## src/sv/mqfsj_pkg.sv

```systemverilog
// Shared constants, codes and types for the multi-queue FIFO with shortest-queue join.
// Used by mqfsj_scan and multi_queue_fifo_shortest_join_top; depends on nothing else.

package mqfsj_pkg;

  // Default sizes of the queue bank.
  localparam int unsigned MaxQueues  = 8;
  localparam int unsigned QueueDepth = 64;
  localparam int unsigned WordWidth  = 32;

  // Fixed field widths of the ports.
  localparam int unsigned ReqWidth      = 2;
  localparam int unsigned SelWidth      = 3;
  localparam int unsigned DataWidth     = 32;
  localparam int unsigned StatusWidth   = 2;
  localparam int unsigned LenWidth      = 7;
  localparam int unsigned CountRegWidth = 4;
  localparam int unsigned CapRegWidth   = 7;
  localparam int unsigned CfgIndexWidth = 1;
  localparam int unsigned CfgDataWidth  = 7;

  // Configuration register indexes.
  localparam logic [CfgIndexWidth-1:0] RegQueueCount    = 1'b0;
  localparam logic [CfgIndexWidth-1:0] RegQueueCapacity = 1'b1;

  // Register values after reset.
  localparam logic [CountRegWidth-1:0] ResetQueueCount    = 4'd8;
  localparam logic [CapRegWidth-1:0]   ResetQueueCapacity = 7'd64;

  typedef enum logic [ReqWidth-1:0] {
    REQ_PUSH       = 2'd0,
    REQ_POP        = 2'd1,
    REQ_PUSH_SHORT = 2'd2,
    REQ_NONE       = 2'd3
  } req_e;

  typedef enum logic [StatusWidth-1:0] {
    ST_OK        = 2'd0,
    ST_FULL      = 2'd1,
    ST_EMPTY     = 2'd2,
    ST_BAD_INDEX = 2'd3
  } status_e;

endpackage

```

## src/sv/mqfsj_scan.sv

```systemverilog
// Sequential shortest-queue search: one fill counter compared per cycle against the best so far.
// Depends on mqfsj_pkg for the default sizes.

module mqfsj_scan #(
  parameter int unsigned MAX_QUEUES  = mqfsj_pkg::MaxQueues,
  parameter int unsigned QUEUE_DEPTH = mqfsj_pkg::QueueDepth
) (
  input  logic                                       clk_i,
  input  logic                                       rst_ni,
  input  logic                                       start_i,
  input  logic [((MAX_QUEUES > 1 ? $clog2(MAX_QUEUES) : 1) + 1 > 4 ?
                 (MAX_QUEUES > 1 ? $clog2(MAX_QUEUES) : 1) + 1 : 4)-1:0] ecount_i,
  input  logic [$clog2(QUEUE_DEPTH+1)-1:0]           cnt_i,
  output logic [(MAX_QUEUES > 1 ? $clog2(MAX_QUEUES) : 1)-1:0] idx_o,
  output logic                                       done_o,
  output logic [(MAX_QUEUES > 1 ? $clog2(MAX_QUEUES) : 1)-1:0] best_o
);

  localparam int unsigned QiW  = (MAX_QUEUES > 1) ? $clog2(MAX_QUEUES) : 1;
  localparam int unsigned NW   = (QiW + 1 > 4) ? QiW + 1 : 4;
  localparam int unsigned CntW = $clog2(QUEUE_DEPTH + 1);

  logic            active_q;
  logic            done_q;
  logic [QiW-1:0]  idx_q;
  logic [QiW-1:0]  best_q;
  logic [CntW-1:0] bcnt_q;
  logic            last;
  logic            take;

  assign last = (NW'(idx_q) == (ecount_i - NW'(1)));
  // A strict compare keeps the lowest index on a tie.
  assign take = (idx_q == '0) || (cnt_i < bcnt_q);

  always_ff @(posedge clk_i or negedge rst_ni) begin
    if (!rst_ni) begin
      active_q <= 1'b0;
      done_q   <= 1'b0;
      idx_q    <= '0;
    end else if (start_i) begin
      active_q <= 1'b1;
      done_q   <= 1'b0;
      idx_q    <= '0;
    end else if (active_q) begin
      if (last) begin
        active_q <= 1'b0;
        done_q   <= 1'b1;
      end else begin
        idx_q <= idx_q + QiW'(1);
      end
    end else begin
      done_q <= 1'b0;
    end
  end

  always_ff @(posedge clk_i) begin
    if (active_q && !start_i && take) begin
      best_q <= idx_q;
      bcnt_q <= cnt_i;
    end
  end

  assign idx_o  = idx_q;
  assign done_o = done_q;
  assign best_o = best_q;

endmodule

```

## config.mk

```make
export PLATFORM = sky130hd
export DESIGN_NAME = mqfsj_scan
export DESIGN_NICKNAME = d
export VERILOG_FILES = /design/src/sv/mqfsj_pkg.sv /design/src/sv/mqfsj_scan.sv
export SDC_FILE = /design/constraint.sdc
export NUM_CORES = 1
export LEC_CHECK = 0
export ABC_AREA = 1
export BUFFER_PORTS_ARGS = -buffer_cell sky130_fd_sc_hd__clkbuf_2
export CORE_MARGIN = 8
export CORE_UTILIZATION = 25
export CTS_BUF_LIST = sky130_fd_sc_hd__clkbuf_8
export DETAILED_ROUTE_END_ITERATION = 10
export PLACE_DENSITY = 0.42
export SKIP_CTS_REPAIR_TIMING = 1
export SLEW_MARGIN = 20
export SYNTH_ARGS = -nofsm -noshare
export SYNTH_HDL_FRONTEND = slang
export SYNTH_SLANG_ARGS = --single-unit
```

## constraint.sdc

```tcl
create_clock -name clk_i -period 1.8 [get_ports clk_i]
set_input_delay 0.18 -clock clk_i [delete_from_list [all_inputs] [get_ports clk_i]]
set_output_delay 0.18 -clock clk_i [all_outputs]
set_load 0.03 [all_outputs]
```

[Word-level counts from Yosys, hierarchy flattened]
Cells that the tools add are included.
Cells by class
  add/subtract/negate cells: 2
  order comparisons: 1
  equal/unequal tests: 3
  muxes and demuxes: 9
  reductions and logical operators: 7
Operators with widths (count)
  3-bit 2-to-1 mux: 3
  7-bit < comparator: 1
  1-bit 2-to-1 mux: 6
  3-bit by 4-bit == test with 1-bit output: 1
  4-bit by 1-bit subtractor with 4-bit output, second input constant: 1
  3-bit by 1-bit adder with 3-bit output, second input constant: 1
  3-bit zero test: 1
  3-bit by 2-bit != test with 1-bit output, second input constant: 1
  1-bit logical AND: 2
  2-bit != test, second input constant: 1
  2-bit AND reduction: 1
  2-bit nonzero test: 1
  1-bit zero test: 1
  1-bit logical OR: 1
Storage, ports and cells
  flip-flop bits (word level): 15
  input port bits: 14
  output and inout port bits: 7
  logic and storage cells: 27

[Logic depth before layout (Yosys ltp)]
Gate-level depths: netlist of the first run.
  depth after elaboration: 5
  depth in mapped cells: 11
  mapped depth without buffers: 11

[Least setup slack after synthesis of the first run]
OpenSTA, ideal clock, no wires.
  path type: register to register
  from: reg bcnt_q[6]
  to: reg bcnt_q[0], enable pin
  setup time: 380 ps
  data arrival time: 1506 ps
  required time: 1420 ps
  slack: -86 ps
  cell stages (with the launch flop): 7
  path buffers: 0
  clock period less this slack: 1886 ps
  cell sequence: edfxtp_1 -> inv_1 -> ha_1 -> a21oi_1 -> o21ai_0 -> a21o_1 -> a21oi_1
On the way
  longest elaborated chain between the ends: 3
RTL lines
  from (decl): RTL line mqfsj_scan.sv:27  | logic [CntW-1:0] bcnt_q;
  from (signal assigned): RTL line mqfsj_scan.sv:59  | bcnt_q <= cnt_i;
  7-bit < comparator: RTL line mqfsj_scan.sv:33  | assign take = (idx_q == '0) || (cnt_i < bcnt_q);
  1-bit logical OR: RTL line mqfsj_scan.sv:33
  1-bit logical AND: RTL line mqfsj_scan.sv:57  | if (active_q && !start_i && take) begin
Every way passes these cells.
A chain may end at the register's enable or synchronous reset.

[Worst setup path in the final report of the first run]
  from: reg bcnt_q[6]
  to: reg bcnt_q[1], enable pin
The elaborated chain is that of the path after synthesis.

==> metrics.txt, run 1 <==
Pre-antenna DRT Iters=4; antenna-violating nets left=0; top_reg_cell synth=edfxtp_1; cts bufs inserted=3; std cell rows=21; WL per Instance=10.4 microns; Vias=625; Post-Route Utilization=33.3%; Cell Count, Final, Fillers Out=158; required time worst endpoint=1.77 ns; core footprint=3260 sq um; crit path time final=1.69 ns; clk slew on worst S/H paths=0.06 ns; status=finished, final reports clean; Seq/Total Area, Yosys=51.8%; CTS root buffer=clkbuf_8; synthesized flop and latch total=15; global route total overflow=0; setup ws final=0.110 ns; Synth warnings=0; total negative slack=0 ns; dpl hpwl=1.35 mm; vias per std cell=3.96; hold path cells=1; relative slew slack=82.9%; height of the die=73.3 microns; Peak VDD IR=0.518 mV; Total GRT Usage=6.78%; Die W=73.3 microns; Post-Syn Area=822 sq um; Yosys top cell area share=36.5%; ys async rst share=33.3%; clock tree from TritonCTS=yes; placed cells=152; most common library cells after synthesis=inv_1 (18), nand2_1 (17), edfxtp_1 (10); Area growth, synth to finish=32.0%; r2r setup slk=0.11 ns; Setup WS pre-CTS=0.0883 ns; r2r worst-path depth=7; library cells used by synthesis=16; RSZ-0062 raised after global routing=false; Hold Path Class=input port to flip-flop; starting density of the core=25.2%; Routability Congestion=0.720; leakage=0.557 nW; Fmax=592 MHz; largest net degree at the start of global routing=10; clk_lat worst skew=0.24 ns; Fin Clk Skew=0.00137 ns; crit end category=flip-flop; first-pass GRT wire length=2.85 mm; IO Pins=21; Least-Margin Pin Slew=0.254 ns; PortBufs=20; Max-Cap Viols=0; Power Total=1.16 mW; Synth area leaders=edfxtp_1 (37%), dfrtp_1 (15%), ha_1 (14%); DR iter-0 viols=1; Crit path arrival time=1.66 ns; Crit Path Class=flip-flop to flip-flop; Finished Cell Area=1080 sq um; post-synth net total=107; most common cell in the netlist=inv_1; Worst Path Max Fanout=5; dominant cell type by area after synthesis=edfxtp_1; area of placed instances=998 sq um; initial antenna violation count=0; number of global-route vias before repair=677; CTS Buffer Depth=2; Final Hold Fails=0; Min Hold Slack=0.125 ns; Final period util=93.9%; routed wire length=1.64 mm; syn avg cell area=9.79 sq um; Die Area=5380 sq um; DRC=0; PD cells=1070 nW/um^2; number of synthesized flops with an enable pin=10; fillers=380; Num Clock Sinks=15; share of post-route cells with drive strength above 1=30.4%; Pins Over Slew Limit=0; nature of the critical path startpoint=flip-flop; Mapped Cells=84; antenna cell count=0; # setup viols final=0; CTS H-Tree Depth=1; Final #Nets=136
registers in the layout, summed over array words and instances (netlist names):
name,flops
idx_o,3
active_q,1
done_o,1
bcnt_q,7
best_o,3
power breakdown:
group	internal, mW	switching [mW]	total (mW)
Combinational	0.150	0.238	0.388
Sequential	0.448	0.0496	0.497
Clock	0.153	0.119	0.272
Total	0.750	0.406	1.16
critical path, cell delays in order (launching register included):
cell and delay [ns]:
edfxtp_1 0.35, inv_1 0.06, ha_1 0.24, a21oi_2 0.14, o21ai_0 0.10, a21o_1 0.19
a21oi_4 0.19, buf_6 0.14
cells by family (layout without fill, tap and decap cells):
family	count (synthesis)	count (layout)	synth area share (%)
adder cells (fa/ha/maj)	9	9	13.7
buffers and inverters	18	46	8.22
XOR/XNOR	3	3	3.20
flip-flops	15	15	51.8
AO/OA/AOI/OAI	7	7	4.57
AND/OR/NAND/NOR	32	32	18.6
path summary, 6_finish.rpt:
| path | endpoint | from |
|---|---|---|
| max in group asynchronous | idx_o[2] | rst_ni |
| worst max register to register | bcnt_q[1] | bcnt_q[6] |
| min in group asynchronous | active_q | rst_ni |
| worst max-delay path | bcnt_q[1] | bcnt_q[6] |
| worst min-delay path | bcnt_q[0] | cnt_i[0] |
| worst min register to register | done_o | done_o |
per-layer routing:
metal | vias to the layer above | track usage, % | part of all wire, %
li1 | 326 | - | -
met1 | 283 | 7.56 | 46
met2 | 14 | 11.2 | 48
met3 | 2 | 3.96 | 6.4
met4 | 0 | 0.665 | 0.31
met5 | - | 0 | 0
placed cells by master (no fill, tap or decap), drive strengths merged:
| cell | n |
|---|---|
| nand2 | 19 |
| ha | 9 |
| nand3 | 9 |
| dfrtp | 5 |
| nor2 | 3 |
| buf | 3 |
| xnor2 | 2 |
| nand3b | 1 |
| xor2 | 1 |
| a21oi | 5 |
| clkinv | 1 |
| inv | 18 |
| dlygate4sd3 | 1 |
| o21ai | 1 |
| a21o | 1 |
| clkbuf | 23 |
| edfxtp | 10 |
layout make-up:
type	instances	area [sq um]	share of cell area [%]
Clock inverter	1	5.00	0.461
Sequential cell	15	425	39.2
Timing Repair Buffer	24	140	12.9
Clock buffer	3	41.3	3.81
Inverter	18	67.6	6.23
Multi-Input combinational cell	51	348	32.1
Tap cell	46	57.6	5.31
No activity file was read; power rests on OpenSTA's default activity.
==> inputs of run 2 (changes only) <==
Settings changed: CAP_MARGIN set to 10, PLACE_DENSITY 0.42 to not set.
==> run 2 against run 1 <==
  * Wire length shrank 5.0%
  * Largest cell class unchanged
  * Non-clock buffer count is 1 lower
  * Final cell count shrank 0.63%
  * Via count down 2.4%
  * Critical endpoint is now bcnt_q[0]
  * First-iteration DRC count grew to 29 times the previous value
  * Critical path depth stayed put
==> metrics.txt, run 2 (synthesized netlist as in run 1, its figures left out) <==
status=finished, final reports clean; Reg power frac=44.8% (+1.8 points); critical path's top delay family=compound AO/OA/AOI/OAI gates; Worst Path Max Fanout=6 (+1); Vias=610 (-2.4%); Combinational Power Share=31.9% (-1.6 points); worst path cell trace=inv_1 > ha_1 > a21oi_1 > o21ai_0 > a21o_1 > a21oi_2 > buf_4; Final Hold Fails=0 (unchanged); required time worst endpoint=1.75 ns (-0.02 ns); largest net degree at the start of global routing=9 (-1); Area growth, synth to finish=28.2%; Fmax=612 MHz (+3.4%); Max-Cap Viols=0 (unchanged); CP max stage delay=0.36 ns (about the same); antenna cell count=0 (unchanged); first-pass GRT wire length=2.50 mm (-12%); CTS H-Tree Depth=1 (unchanged); Hold Path Class=input port to flip-flop; max FFs per register=7 (unchanged); relative slew slack=83.5% (+0.57 points); CTS root buffer=clkbuf_8; Power Total=1.10 mW (-4.5%); clk_lat worst skew=0.24 ns (about the same); clock tree from TritonCTS=yes; starting density of the core=25.2% (unchanged); Fin Clk Skew=0.00571 ns (+0.00435 ns); Routability Congestion=0.741 (+2.9%); most common cell after layout, fill and taps aside=clkbuf_2; nature of the critical path startpoint=flip-flop; Least-Margin Pin Slew=0.246 ns (-0.00850 ns); std cell rows=21 (unchanged); PD cells=1050 nW/um^2 (-1.7%); height of the die=73.3 microns (unchanged); Post-Route Utilization=32.3% (-0.96 points); Final period util=90.8% (-3.1 points); initial antenna violation count=0 (unchanged); Most flops, register=bcnt_q; Pre-antenna DRT Iters=4 (unchanged); core footprint=3260 sq um (unchanged); global route total overflow=0 (unchanged); total area of sequential cells=425 sq um (unchanged); CTS Buffer Depth=2 (unchanged); Peak VDD IR=0.270 mV (-48%); Setup WS pre-CTS=0.160 ns (+0.0713 ns); Crit Path Class=flip-flop to flip-flop; multi-input logic area=333 sq um (-4.3%); antenna-violating nets left=0 (unchanged); WL per Instance=9.92 microns (-4.4%); Die Area=5380 sq um (unchanged); dpl hpwl=1.32 mm (-2.4%); slowest cell on the critical path=edfxtp_1; Net Sw Power=0.376 mW (-7.6%); total negative slack=0 ns (unchanged); Crit path arrival time=1.59 ns (-0.07 ns); clock power share=23.3% (-0.2 points); RSZ-0062 raised after global routing=false; clk slew on worst S/H paths=0.06 ns (about the same); leakage=0.549 nW (-1.5%); DRC=0 (unchanged); Num Clock Sinks=15 (unchanged); Final #Nets=135 (-0.74%); fillers=353 (-7.1%); Pint=0.729 mW (-2.9%); setup ws final=0.166 ns (+0.0561 ns); # setup viols final=0 (unchanged); IO Pins=21 (unchanged); routed wire length=1.56 mm (-5.0%); DR iter-0 viols=29 (+28); Pins Over Slew Limit=0 (unchanged); number of global-route vias before repair=643 (-5.0%); Buf+Inv Stages, Crit Path=2 (unchanged); Die W=73.3 microns (unchanged); Min Hold Slack=0.132 ns (+0.00656 ns); commonest cells after routing, fill and taps aside=clkbuf_2 (20), inv_1 (19), nand2_1 (17); vias per std cell=3.89 (-1.8%); crit end category=flip-flop; sw frac=34.0% (-1.1 points); share of post-route cells with drive strength above 1=27.0% (-3.3 points); crit path time final=1.63 ns (-0.0561 ns); PortBufs=20 (unchanged); cts bufs inserted=3 (unchanged); Total GRT Usage=5.91% (-0.87 points)
==> run 2: final cells by class <==
type                            count  share of cell area [%]
Clock buffer                        3                    3.92
Multi-Input combinational cell     51                    31.6
Tap cell                           46                    5.46
Sequential cell                    15                    40.4
Clock inverter                      1                   0.356
Timing Repair Buffer               23                    11.9
Inverter                           18                    6.41
==> run 2: power by group through the flow <==
stage	sequential, mW	clock, mW	combinational, mW
final	0.495	0.257	0.353
after global routing	0.507	0.283	0.395
after CTS	0.499	0.269	0.361
after detailed placement	0.506	0	0.360
after global placement	0.502	0	0.352
after floorplan	0.565	0	0.180
==> run 2: metrics by stage <==
step | cell area (sq um) | cells
finish | 1050 | 157
global route | 1050 | 157
CTS | 1040 | 156
detailed placement | 998 | 152
global placement | 998 | 152
floorplan | 826 | 84
==> run 2: worst paths after layout <==
check	from	endpoint	slack, ns	depth (start not counted)
worst max-delay path	bcnt_q[6]	bcnt_q[0]	0.17	7
worst min-delay path	cnt_i[4]	bcnt_q[4]	0.13	1
worst max register to register	bcnt_q[6]	bcnt_q[0]	0.17	7
worst min register to register	active_q	active_q	0.53	2
max in group asynchronous	rst_ni	idx_o[2]	1.36	2
min in group asynchronous	rst_ni	active_q	0.30	2
==> run 2: metal layers <==
layer | wire length (microns) | vias to the layer above | track usage [%]
met5 | 0 | - | 0
met4 | 0 | 0 | 2.00
met3 | 127 | 0 | 2.73
met2 | 759 | 13 | 10.7
met1 | 670 | 271 | 5.73
li1 | - | 326 | -
